### src/rtl/pcc_pkg.sv
// Package for the palette color cycler: payload structs, state type,
// controller command and status structs, register indexes and reset values.
// Has no dependencies; every other file of the block uses it by scoped names.
package pcc_pkg;

   localparam int RANGE_COUNT   = 3;
   localparam int MAX_RANGE_LEN = 6;

   localparam int SLOT_W     = 5;
   localparam int LEN_W      = 3;
   localparam int HEAD_W     = 3;
   localparam int RATE_W     = 13;
   localparam int SLOTS_W    = 30;
   localparam int LENS_W     = 9;
   localparam int ACC_W      = 15;
   localparam int COLOR_W    = 12;
   localparam int RANGE_W    = 2;
   localparam int CSR_IDX_W  = 3;
   localparam int CSR_DATA_W = 30;

   // Input commands.
   localparam logic PCC_CMD_TICK  = 1'b0;
   localparam logic PCC_CMD_WRITE = 1'b1;

   // Configuration register indexes.
   localparam logic [CSR_IDX_W-1:0] PCC_CSR_RATE0  = 3'd0;
   localparam logic [CSR_IDX_W-1:0] PCC_CSR_RATE1  = 3'd1;
   localparam logic [CSR_IDX_W-1:0] PCC_CSR_RATE2  = 3'd2;
   localparam logic [CSR_IDX_W-1:0] PCC_CSR_SLOTS0 = 3'd3;
   localparam logic [CSR_IDX_W-1:0] PCC_CSR_SLOTS1 = 3'd4;
   localparam logic [CSR_IDX_W-1:0] PCC_CSR_SLOTS2 = 3'd5;
   localparam logic [CSR_IDX_W-1:0] PCC_CSR_LENS   = 3'd6;

   // Register reset values.
   localparam logic [RATE_W-1:0]  PCC_RATE0_RESET  = 13'd2560;
   localparam logic [RATE_W-1:0]  PCC_RATE1_RESET  = 13'd2560;
   localparam logic [RATE_W-1:0]  PCC_RATE2_RESET  = 13'd1664;
   localparam logic [SLOTS_W-1:0] PCC_SLOTS0_RESET = 30'd9671777;
   localparam logic [SLOTS_W-1:0] PCC_SLOTS1_RESET = 30'd10754178;
   localparam logic [SLOTS_W-1:0] PCC_SLOTS2_RESET = 30'd416757131;
   localparam logic [LENS_W-1:0]  PCC_LENS_RESET   = 9'd429;

   typedef struct packed {
      logic               command;
      logic [SLOT_W-1:0]  palette_index;
      logic [COLOR_W-1:0] color;
   } req_type;

   typedef struct packed {
      logic [SLOT_W-1:0]  color_register;
      logic [COLOR_W-1:0] color_value;
      logic [RANGE_W-1:0] range_number;
      logic               last;
   } rsp_type;

   typedef enum logic [1:0] {
      PCC_IDLE,
      PCC_SCAN,
      PCC_READ,
      PCC_EMIT
   } state_type;

   // Controller to datapath.
   typedef struct packed {
      logic tick_load;
      logic pal_write;
      logic range_start;
      logic range_next;
      logic emit;
   } ctl_cmd_type;

   // Datapath to controller.
   typedef struct packed {
      logic fire_cur;
      logic last_range;
      logic last_slot;
      logic slot_free;
   } ctl_sts_type;

endpackage

### src/rtl/pcc_ctl.sv
// Controller state machine of the palette color cycler.
// Depends on pcc_pkg for the state type and the command and status structs.
module pcc_ctl (
   input  logic                 clock,
   input  logic                 reset,
   input  logic                 req_valid,
   input  logic                 req_command,
   input  pcc_pkg::ctl_sts_type sts,
   output logic                 req_stall,
   output pcc_pkg::ctl_cmd_type cmd
);

   pcc_pkg::state_type state_ff, state_in;

   always_ff @(posedge clock) begin
      if (reset) begin
         state_ff <= pcc_pkg::PCC_IDLE;
      end else begin
         state_ff <= state_in;
      end
   end

   always_comb begin
      state_in = state_ff;
      unique case (state_ff)
         pcc_pkg::PCC_IDLE: begin
            if (req_valid && req_command == pcc_pkg::PCC_CMD_TICK) begin
               state_in = pcc_pkg::PCC_SCAN;
            end
         end
         pcc_pkg::PCC_SCAN: begin
            if (sts.fire_cur) begin
               state_in = pcc_pkg::PCC_READ;
            end else if (sts.last_range) begin
               state_in = pcc_pkg::PCC_IDLE;
            end
         end
         pcc_pkg::PCC_READ: begin
            state_in = pcc_pkg::PCC_EMIT;
         end
         pcc_pkg::PCC_EMIT: begin
            if (sts.slot_free) begin
               if (!sts.last_slot) begin
                  state_in = pcc_pkg::PCC_READ;
               end else if (sts.last_range) begin
                  state_in = pcc_pkg::PCC_IDLE;
               end else begin
                  state_in = pcc_pkg::PCC_SCAN;
               end
            end
         end
         default: state_in = pcc_pkg::PCC_IDLE;
      endcase
   end

   always_comb begin
      cmd       = '0;
      req_stall = 1'b1;
      unique case (state_ff)
         pcc_pkg::PCC_IDLE: begin
            req_stall     = 1'b0;
            cmd.tick_load = req_valid && req_command == pcc_pkg::PCC_CMD_TICK;
            cmd.pal_write = req_valid && req_command == pcc_pkg::PCC_CMD_WRITE;
         end
         pcc_pkg::PCC_SCAN: begin
            cmd.range_start = sts.fire_cur;
            cmd.range_next  = !sts.fire_cur && !sts.last_range;
         end
         pcc_pkg::PCC_READ: begin
         end
         pcc_pkg::PCC_EMIT: begin
            cmd.emit       = sts.slot_free;
            cmd.range_next = sts.slot_free && sts.last_slot && !sts.last_range;
         end
         default: begin
         end
      endcase
   end

endmodule

### src/rtl/pcc_datapath.sv
// Datapath of the palette color cycler: configuration registers, step
// accumulators, head positions, palette memory and the result register.
// Depends on pcc_pkg; driven by pcc_ctl through command and status structs.
module pcc_datapath #(
   parameter int PALETTE_DEPTH = 32
) (
   input  logic                              clock,
   input  logic                              reset,
   input  pcc_pkg::req_type                  req_payload,
   input  pcc_pkg::ctl_cmd_type              cmd,
   output pcc_pkg::ctl_sts_type              sts,
   input  logic                              csr_valid,
   input  logic [pcc_pkg::CSR_IDX_W-1:0]     csr_index,
   input  logic [pcc_pkg::CSR_DATA_W-1:0]    csr_data,
   input  logic                              rsp_stall,
   output logic                              rsp_valid,
   output pcc_pkg::rsp_type                  rsp_payload
);

   localparam int AW = (PALETTE_DEPTH > 1) ? $clog2(PALETTE_DEPTH) : 1;
   localparam int IW = (AW > pcc_pkg::SLOT_W) ? AW : pcc_pkg::SLOT_W;
   localparam int RC = pcc_pkg::RANGE_COUNT;
   localparam int ML = pcc_pkg::MAX_RANGE_LEN;

   // Remainder of a small head value by a nonzero length.
   function automatic logic [pcc_pkg::HEAD_W-1:0] mod_small(
      input logic [pcc_pkg::HEAD_W-1:0] h,
      input logic [pcc_pkg::LEN_W-1:0]  l
   );
      logic [pcc_pkg::HEAD_W-1:0] v;
      v = h;
      for (int k = 0; k < 7; k++) begin
         if (v >= l) begin
            v = v - l;
         end
      end
      return v;
   endfunction

   logic [pcc_pkg::RATE_W-1:0]  rate_ff  [RC];
   logic [pcc_pkg::RATE_W-1:0]  rate_in  [RC];
   logic [pcc_pkg::SLOTS_W-1:0] slots_ff [RC];
   logic [pcc_pkg::SLOTS_W-1:0] slots_in [RC];
   logic [pcc_pkg::LENS_W-1:0]  lens_ff, lens_in;
   logic [pcc_pkg::ACC_W-1:0]   acc_ff   [RC];
   logic [pcc_pkg::ACC_W-1:0]   acc_in   [RC];
   logic [pcc_pkg::HEAD_W-1:0]  head_ff  [RC];
   logic [pcc_pkg::HEAD_W-1:0]  head_in  [RC];
   logic [RC-1:0]               fire_ff, fire_in;
   logic [pcc_pkg::RANGE_W-1:0] r_ff, r_in;
   logic [pcc_pkg::LEN_W-1:0]   len_ff, len_in;
   logic [pcc_pkg::HEAD_W-1:0]  hm_ff, hm_in;
   logic [pcc_pkg::HEAD_W-1:0]  i_ff, i_in;
   logic                        rsp_valid_ff, rsp_valid_in;
   pcc_pkg::rsp_type            rsp_payload_ff, rsp_payload_in;

   logic [pcc_pkg::COLOR_W-1:0] pal_mem [PALETTE_DEPTH];
   logic [pcc_pkg::COLOR_W-1:0] rdata_ff;
   logic                        rd_ok_ff;

   logic [pcc_pkg::LEN_W-1:0]   len_all  [RC];
   logic [pcc_pkg::ACC_W-1:0]   sum_all  [RC];
   logic [RC-1:0]               fire_now;
   logic [pcc_pkg::SLOT_W-1:0]  slot_arr [RC][ML];
   logic [pcc_pkg::LEN_W-1:0]   len_cur;
   logic [pcc_pkg::HEAD_W-1:0]  hm_now, hm_next;
   logic [pcc_pkg::HEAD_W:0]    src_raw;
   logic [pcc_pkg::HEAD_W-1:0]  src;
   logic [pcc_pkg::SLOT_W-1:0]  rd_slot;
   logic [IW-1:0]               rd_ext, wr_ext;
   logic                        rd_ok, wr_ok;
   logic                        fire_above;

   // Per-range decode of lengths, slot indices and the accumulator sum.
   always_comb begin
      for (int r = 0; r < RC; r++) begin
         len_all[r] = lens_ff[pcc_pkg::LEN_W*r +: pcc_pkg::LEN_W];
         if (len_all[r] > pcc_pkg::LEN_W'(ML)) begin
            len_all[r] = pcc_pkg::LEN_W'(ML);
         end
         sum_all[r]  = acc_ff[r] + pcc_pkg::ACC_W'({rate_ff[r], 1'b0});
         fire_now[r] = (len_all[r] != '0) && sum_all[r][pcc_pkg::ACC_W-1];
         for (int k = 0; k < ML; k++) begin
            slot_arr[r][k] = slots_ff[r][pcc_pkg::SLOT_W*k +: pcc_pkg::SLOT_W];
         end
      end
   end

   assign len_cur = len_all[r_ff];
   assign hm_now  = mod_small(head_ff[r_ff], len_cur);
   assign hm_next = (pcc_pkg::LEN_W'(hm_now + 1'b1) == len_cur) ? '0 : hm_now + 1'b1;

   // Source position (head + len - 1 - i) mod len; the sum stays below 2*len.
   assign src_raw = {1'b0, hm_ff} + {1'b0, len_ff} - 1'b1 - {1'b0, i_ff};
   assign src     = (src_raw >= {1'b0, len_ff}) ?
                    pcc_pkg::HEAD_W'(src_raw - {1'b0, len_ff}) :
                    src_raw[pcc_pkg::HEAD_W-1:0];
   assign rd_slot = slot_arr[r_ff][src];

   assign rd_ext = IW'(rd_slot);
   assign wr_ext = IW'(req_payload.palette_index);
   assign rd_ok  = 32'(rd_slot) < PALETTE_DEPTH;
   assign wr_ok  = 32'(req_payload.palette_index) < PALETTE_DEPTH;

   always_comb begin
      fire_above = 1'b0;
      for (int k = 0; k < RC; k++) begin
         if (k > int'(r_ff) && fire_ff[k]) begin
            fire_above = 1'b1;
         end
      end
   end

   always_comb begin
      sts.fire_cur   = fire_ff[r_ff];
      sts.last_range = (r_ff == pcc_pkg::RANGE_W'(RC - 1));
      sts.last_slot  = (i_ff == '0);
      sts.slot_free  = !rsp_valid_ff || !rsp_stall;
   end

   always_comb begin
      rate_in  = rate_ff;
      slots_in = slots_ff;
      lens_in  = lens_ff;
      if (csr_valid) begin
         unique case (csr_index)
            pcc_pkg::PCC_CSR_RATE0:  rate_in[0]  = csr_data[pcc_pkg::RATE_W-1:0];
            pcc_pkg::PCC_CSR_RATE1:  rate_in[1]  = csr_data[pcc_pkg::RATE_W-1:0];
            pcc_pkg::PCC_CSR_RATE2:  rate_in[2]  = csr_data[pcc_pkg::RATE_W-1:0];
            pcc_pkg::PCC_CSR_SLOTS0: slots_in[0] = csr_data;
            pcc_pkg::PCC_CSR_SLOTS1: slots_in[1] = csr_data;
            pcc_pkg::PCC_CSR_SLOTS2: slots_in[2] = csr_data;
            pcc_pkg::PCC_CSR_LENS:   lens_in     = csr_data[pcc_pkg::LENS_W-1:0];
            default: begin
            end
         endcase
      end
   end

   always_comb begin
      acc_in  = acc_ff;
      head_in = head_ff;
      fire_in = fire_ff;
      r_in    = r_ff;
      len_in  = len_ff;
      hm_in   = hm_ff;
      i_in    = i_ff;
      if (cmd.tick_load) begin
         // Every enabled range advances now; a firing range loses one step unit.
         for (int r = 0; r < RC; r++) begin
            if (len_all[r] != '0) begin
               acc_in[r] = {1'b0, sum_all[r][pcc_pkg::ACC_W-2:0]};
            end
         end
         fire_in = fire_now;
         r_in    = '0;
      end
      if (cmd.range_start) begin
         len_in        = len_cur;
         hm_in         = hm_now;
         i_in          = pcc_pkg::HEAD_W'(len_cur - 1'b1);
         head_in[r_ff] = hm_next;
      end
      if (cmd.emit) begin
         i_in = i_ff - 1'b1;
      end
      if (cmd.range_next) begin
         r_in = r_ff + 1'b1;
      end
   end

   always_comb begin
      rsp_payload_in = rsp_payload_ff;
      rsp_valid_in   = rsp_valid_ff && rsp_stall;
      if (cmd.emit) begin
         rsp_valid_in                  = 1'b1;
         rsp_payload_in.color_register = slot_arr[r_ff][i_ff];
         rsp_payload_in.color_value    = rd_ok_ff ? rdata_ff : '0;
         rsp_payload_in.range_number   = r_ff;
         rsp_payload_in.last           = (i_ff == '0) && !fire_above;
      end
   end

   always_ff @(posedge clock) begin
      if (reset) begin
         rate_ff[0]   <= pcc_pkg::PCC_RATE0_RESET;
         rate_ff[1]   <= pcc_pkg::PCC_RATE1_RESET;
         rate_ff[2]   <= pcc_pkg::PCC_RATE2_RESET;
         slots_ff[0]  <= pcc_pkg::PCC_SLOTS0_RESET;
         slots_ff[1]  <= pcc_pkg::PCC_SLOTS1_RESET;
         slots_ff[2]  <= pcc_pkg::PCC_SLOTS2_RESET;
         lens_ff      <= pcc_pkg::PCC_LENS_RESET;
         for (int r = 0; r < RC; r++) begin
            acc_ff[r]  <= '0;
            head_ff[r] <= '0;
         end
         fire_ff      <= '0;
         r_ff         <= '0;
         len_ff       <= '0;
         hm_ff        <= '0;
         i_ff         <= '0;
         rsp_valid_ff <= 1'b0;
      end else begin
         rate_ff      <= rate_in;
         slots_ff     <= slots_in;
         lens_ff      <= lens_in;
         acc_ff       <= acc_in;
         head_ff      <= head_in;
         fire_ff      <= fire_in;
         r_ff         <= r_in;
         len_ff       <= len_in;
         hm_ff        <= hm_in;
         i_ff         <= i_in;
         rsp_valid_ff <= rsp_valid_in;
      end
   end

   always_ff @(posedge clock) begin
      rsp_payload_ff <= rsp_payload_in;
   end

   // Palette memory: one write port, one registered read port.
   always_ff @(posedge clock) begin
      if (cmd.pal_write && wr_ok) begin
         pal_mem[wr_ext[AW-1:0]] <= req_payload.color;
      end
      rdata_ff <= pal_mem[rd_ext[AW-1:0]];
      rd_ok_ff <= rd_ok;
   end

   assign rsp_valid   = rsp_valid_ff;
   assign rsp_payload = rsp_payload_ff;

endmodule

### src/rtl/palette_color_cycler.sv
// Top level of the palette color cycler: joins the controller and datapath.
// Depends on pcc_pkg, pcc_ctl and pcc_datapath.
//
//   Channel   Direction  Handshake              Payload
//   req_      in         req_valid / req_stall  pcc_pkg::req_type
//   rsp_      out        rsp_valid / rsp_stall  pcc_pkg::rsp_type
//   csr_      in         csr_valid / csr_ready  csr_index, csr_data
//
// A palette write is taken while idle and leaves the block idle. A tick
// scans the ranges in turn; each register rewrite passes through a read
// state and then an emit state, as the palette read port is registered.
// Reset is synchronous and active high; it restores the configuration
// defaults and clears accumulators and heads.
// The palette holds no defined contents until it is written.
// A stall on rsp_ holds the result register and pauses the walk.
//
// The block works on one item at a time. A tick first adds twice each
// enabled range's rate to its accumulator and notes which ranges cross one
// step unit, so the final transfer of the tick can be flagged as last before
// the later ranges are walked. Each firing range then rewrites its color
// registers from the highest slot down, reading the palette at the rotated
// slot position, and its head advances by one. The result register sits
// between the walk and the rsp_ channel, so the block returns to idle and
// accepts the next item while the final transfer of a tick still waits.
// Configuration writes are always ready and are meant to be issued only
// while the block is idle.
module palette_color_cycler #(
   parameter int PALETTE_DEPTH = 32
) (
   input  logic                           clock,
   input  logic                           reset,
   input  logic                           req_valid,
   output logic                           req_stall,
   input  pcc_pkg::req_type               req_payload,
   output logic                           rsp_valid,
   input  logic                           rsp_stall,
   output pcc_pkg::rsp_type               rsp_payload,
   input  logic                           csr_valid,
   output logic                           csr_ready,
   input  logic [pcc_pkg::CSR_IDX_W-1:0]  csr_index,
   input  logic [pcc_pkg::CSR_DATA_W-1:0] csr_data
);

   pcc_pkg::ctl_cmd_type cmd;
   pcc_pkg::ctl_sts_type sts;

   // Registers are plain flops, so a write can land in any cycle.
   assign csr_ready = 1'b1;

   pcc_ctl u_ctl (
      .clock       (clock),
      .reset       (reset),
      .req_valid   (req_valid),
      .req_command (req_payload.command),
      .sts         (sts),
      .req_stall   (req_stall),
      .cmd         (cmd)
   );

   pcc_datapath #(
      .PALETTE_DEPTH (PALETTE_DEPTH)
   ) u_datapath (
      .clock       (clock),
      .reset       (reset),
      .req_payload (req_payload),
      .cmd         (cmd),
      .sts         (sts),
      .csr_valid   (csr_valid && csr_ready),
      .csr_index   (csr_index),
      .csr_data    (csr_data),
      .rsp_stall   (rsp_stall),
      .rsp_valid   (rsp_valid),
      .rsp_payload (rsp_payload)
   );

endmodule

### config.mk
export PLATFORM = sky130hd
export DESIGN_NAME = palette_color_cycler
export DESIGN_NICKNAME = d
export VERILOG_FILES = /design/src/rtl/pcc_pkg.sv /design/src/rtl/pcc_ctl.sv /design/src/rtl/pcc_datapath.sv /design/src/rtl/palette_color_cycler.sv
export SDC_FILE = /design/constraint.sdc
export NUM_CORES = 1
export LEC_CHECK = 0
export BUFFER_PORTS_ARGS = -buffer_cell sky130_fd_sc_hd__buf_2
export CAP_MARGIN = 20
export CELL_PAD_IN_SITES_DETAIL_PLACEMENT = 1
export CELL_PAD_IN_SITES_GLOBAL_PLACEMENT = 1
export CORE_AREA = 10 10 248 250
export DETAILED_ROUTE_END_ITERATION = 16
export DIE_AREA = 0 0 258 260
export PLACE_DENSITY_LB_ADDON = 0.12
export REMOVE_ABC_BUFFERS = 1
export SETUP_SLACK_MARGIN = 0.3
export SLEW_MARGIN = 10
export SYNTH_ARGS = -nofsm -noshare
export SYNTH_HDL_FRONTEND = slang
export SYNTH_SLANG_ARGS = --single-unit
export TNS_END_PERCENT = 5
### constraint.sdc
create_clock -name clock -period 14.6 [get_ports clock]
set_input_delay 1.46 -clock clock [delete_from_list [all_inputs] [get_ports clock]]
set_output_delay 1.46 -clock clock [all_outputs]
set_load 0.01 [all_outputs]
==> results.yml <==
routing:
  wirelength_mm: 77.2
  ant_nets: 0
  wl_per_cell_microns: 22.0
  drt_pass1_iterations: 5
  viasPerCell: 5.89
  vias: 20633
  drt_iter0_drc: 1299
  drc: 0
pwr:
  p_total_w: 0.00389
  pwr_density_cell_nw_per_um2: 124
  vdd_drop_max_uv: 124
  power.leakage_nw: 11.2
sta:
  drv_slew: 0
  min_period_ns: 13.04
  timing.setup.tns_ns: 0
  rsz0062_at_grt: "no"
  setup_viol: 0
  slew_headroom: 0.272
  fmax_mhz: 76.7
  timing.final.hold_violations: 0
  fin_crit_sh: 0.893
  tightest_slew_ns: 1.09
  setup_ws_ns: 1.56
  clock_skew_ns: 0.0306
synth:
  synth-compound-area-share: 0.142
  synthesis.area_sq_um: 28000
  ys_types: 79
  synth_ff_type: "edfxtp_1"
  synth-seq-cells: 619
  ys_warn_count: 0
  synth_top_area_share: 0.433
  avgSynthCellArea_sq_um: 10.6
  synth_xor_area_frac: 0.00839
  ys_seq_area_frac: 0.586
  synth_top_family_by_area: "simple AND/OR/NAND/NOR gates"
  netlist.top_cell.by_area: "edfxtp_1"
  synthAdderAreaFrac: 0.0397
  synth_common_cells: "660 x nand2_1, 404 x edfxtp_1, 215 x dfxtp_1"
  postSynthCellCount: 2653
  synth_edf_count: 404
  ys_top_cells_by_area: "edfxtp_1 43%, dfxtp_1 15%, nand2_1 8.8%"
  synth_mux_area_frac: 0.0278
  synth-simple-area-share: 0.163
  synthArstFlopShare: 0
  synthMostInstantiatedCell: "nand2_1"
hold_path:
  hp-class: "reg -> reg"
floorplan:
  core_area_sq_um: 56300
  std_cell_rows: 87
  start_util: 0.498
  die_h_microns: 260
  die_area_sq_um: 67100
  io_pins: 79
  die_x_microns: 258
place:
  dp.cells: 3378
  pre_cts_slack_ns: 1.38
  hpwl_mm: 49.1
  place_congestion: 0.787
  io_buffers: 77
final_layout:
  post-route-util: 0.559
  areaGrowthSynthToFinish_pct: 12.2
  drive_above_1_share: 0.101
  fin_cells: 3502
  final_nets: 2829
  num_antenna_cells: 0
global_route:
  grt_max_degree: 193
  first_global_vias: 21816
  track_usage: 0.228
  grt_overflow_total: 0
  grt_pass1_wl_mm: 122
  grt_antenna_before_repair: 4
clock_network:
  clkTransAtPathRegs_ns: 0.06
  post_cts_buffers: 0
  cts_tree: "yes"
  htreeDepth: 3
  cts_buffers: 69
  cts_sinks: 619
  postCtsResizedCells: 0
  cts_buffer_depth: 3
  clock_latency_ns: 0.62
  hold_buffers: 0
  cts-root-buf: "clkbuf_16"
critical_path:
  setup.worst_path.class: "reg -> reg"
  crit_required_ns: 15.03
  slowest_delay_ns: 0.61
  startpoint_type: "flop"
  crit_top_cell: "ha_1"
  slowest_stage: "dfxtp_4"
  crit_fanout: 25
  critPathCaptureType: "flop"
  crit_arrival_ns: 13.47
  crit_family: "adder cells"
  path_buf_inv: 4
run_status:
  status: "finished clean"
run:
  drv_cap: 0
[through the flow]
step                hold WS, ns  cell area, sq um
floorplan                 0.386             27400
global placement          0.392             29200
detailed placement        0.393             29300
CTS                       0.405             31500
global route              0.411             31500
finish                    0.409             31500
[where the power goes]
group	internal (W)	switching [W]
registers	0.00188	0.0000132
clock network	0.000960	0.000708
logic	0.000118	0.000207
total	0.00296	0.000928
[registers in the layout, indices dropped and copies added (netlist names)]
register	count
u_datapath.head_ff	9
u_datapath.rsp_payload	20
u_datapath.fire_ff	3
u_datapath.len_ff	3
u_datapath.rate_ff	39
u_datapath.acc_ff	39
u_datapath.i_ff	3
u_datapath.rsp_valid	1
u_datapath.lens_ff	9
u_datapath.rdata_ff	12
u_datapath.slot_arr	90
u_datapath.r_ff	2
u_ctl.state_ff	2
u_datapath.pal_mem	384
u_datapath.hm_ff	3
[placed cells by master (no fill, tap or decap), types with 51 or more instances in the layout]
cell | netlist | layout
a21oi_1 | 177 | 177
nand3b_1 | 58 | 58
inv_1 | 70 | 70
nand2_1 | 660 | 660
nand3_1 | 53 | 53
buf_2 | 14 | 76
nor2_1 | 120 | 117
mux2i_1 | 52 | 52
buf_4 | 3 | 51
a211oi_1 | 91 | 91
clkbuf_16 | 0 | 70
ha_1 | 65 | 65
edfxtp_1 | 404 | 404
dfxtp_1 | 215 | 213
[final timing paths]
kind	slack [ns]	end	cells after the start	startpoint
hold reg to reg	0.41	u_datapath.rsp_payload[4]	0	u_datapath.rdata_ff[1]
setup reg to reg	1.56	u_datapath.head_ff[8]	44	u_datapath.r_ff[0]
hold / removal	0.41	u_datapath.rsp_payload[4]	0	u_datapath.rdata_ff[1]
setup / recovery	1.56	u_datapath.head_ff[8]	44	u_datapath.r_ff[0]
[cell type report]
class / count / area [sq um]
inverter: 71 / 267
clock inverter: 32 / 300
fill: 5966 / 24800
clock buffer: 92 / 1860
tap: 756 / 946
multi-input combinational: 1800 / 10800
sequential: 619 / 16400
timing repair buffer: 132 / 837
[logic make-up after synthesis]
group | count (synthesis)
muxes | 66
xor gates and xnor gates | 26
and+or+nand+nor | 1044
adders and majority gates | 80
buffers and inverters | 234
DFF | 619
other | 1
AOI/OAI and AO/OA | 583
[metal layers]
metal	up-vias	share of wire	track usage	wire length (microns)
met5	-	0.00031	0	24
met4	4	0.027	0.0735	2050
met3	130	0.041	0.0353	3180
met2	441	0.50	0.397	38500
met1	10436	0.43	0.285	33400
li1	9622	-	-	-
(Power assumes the default switching activity.)
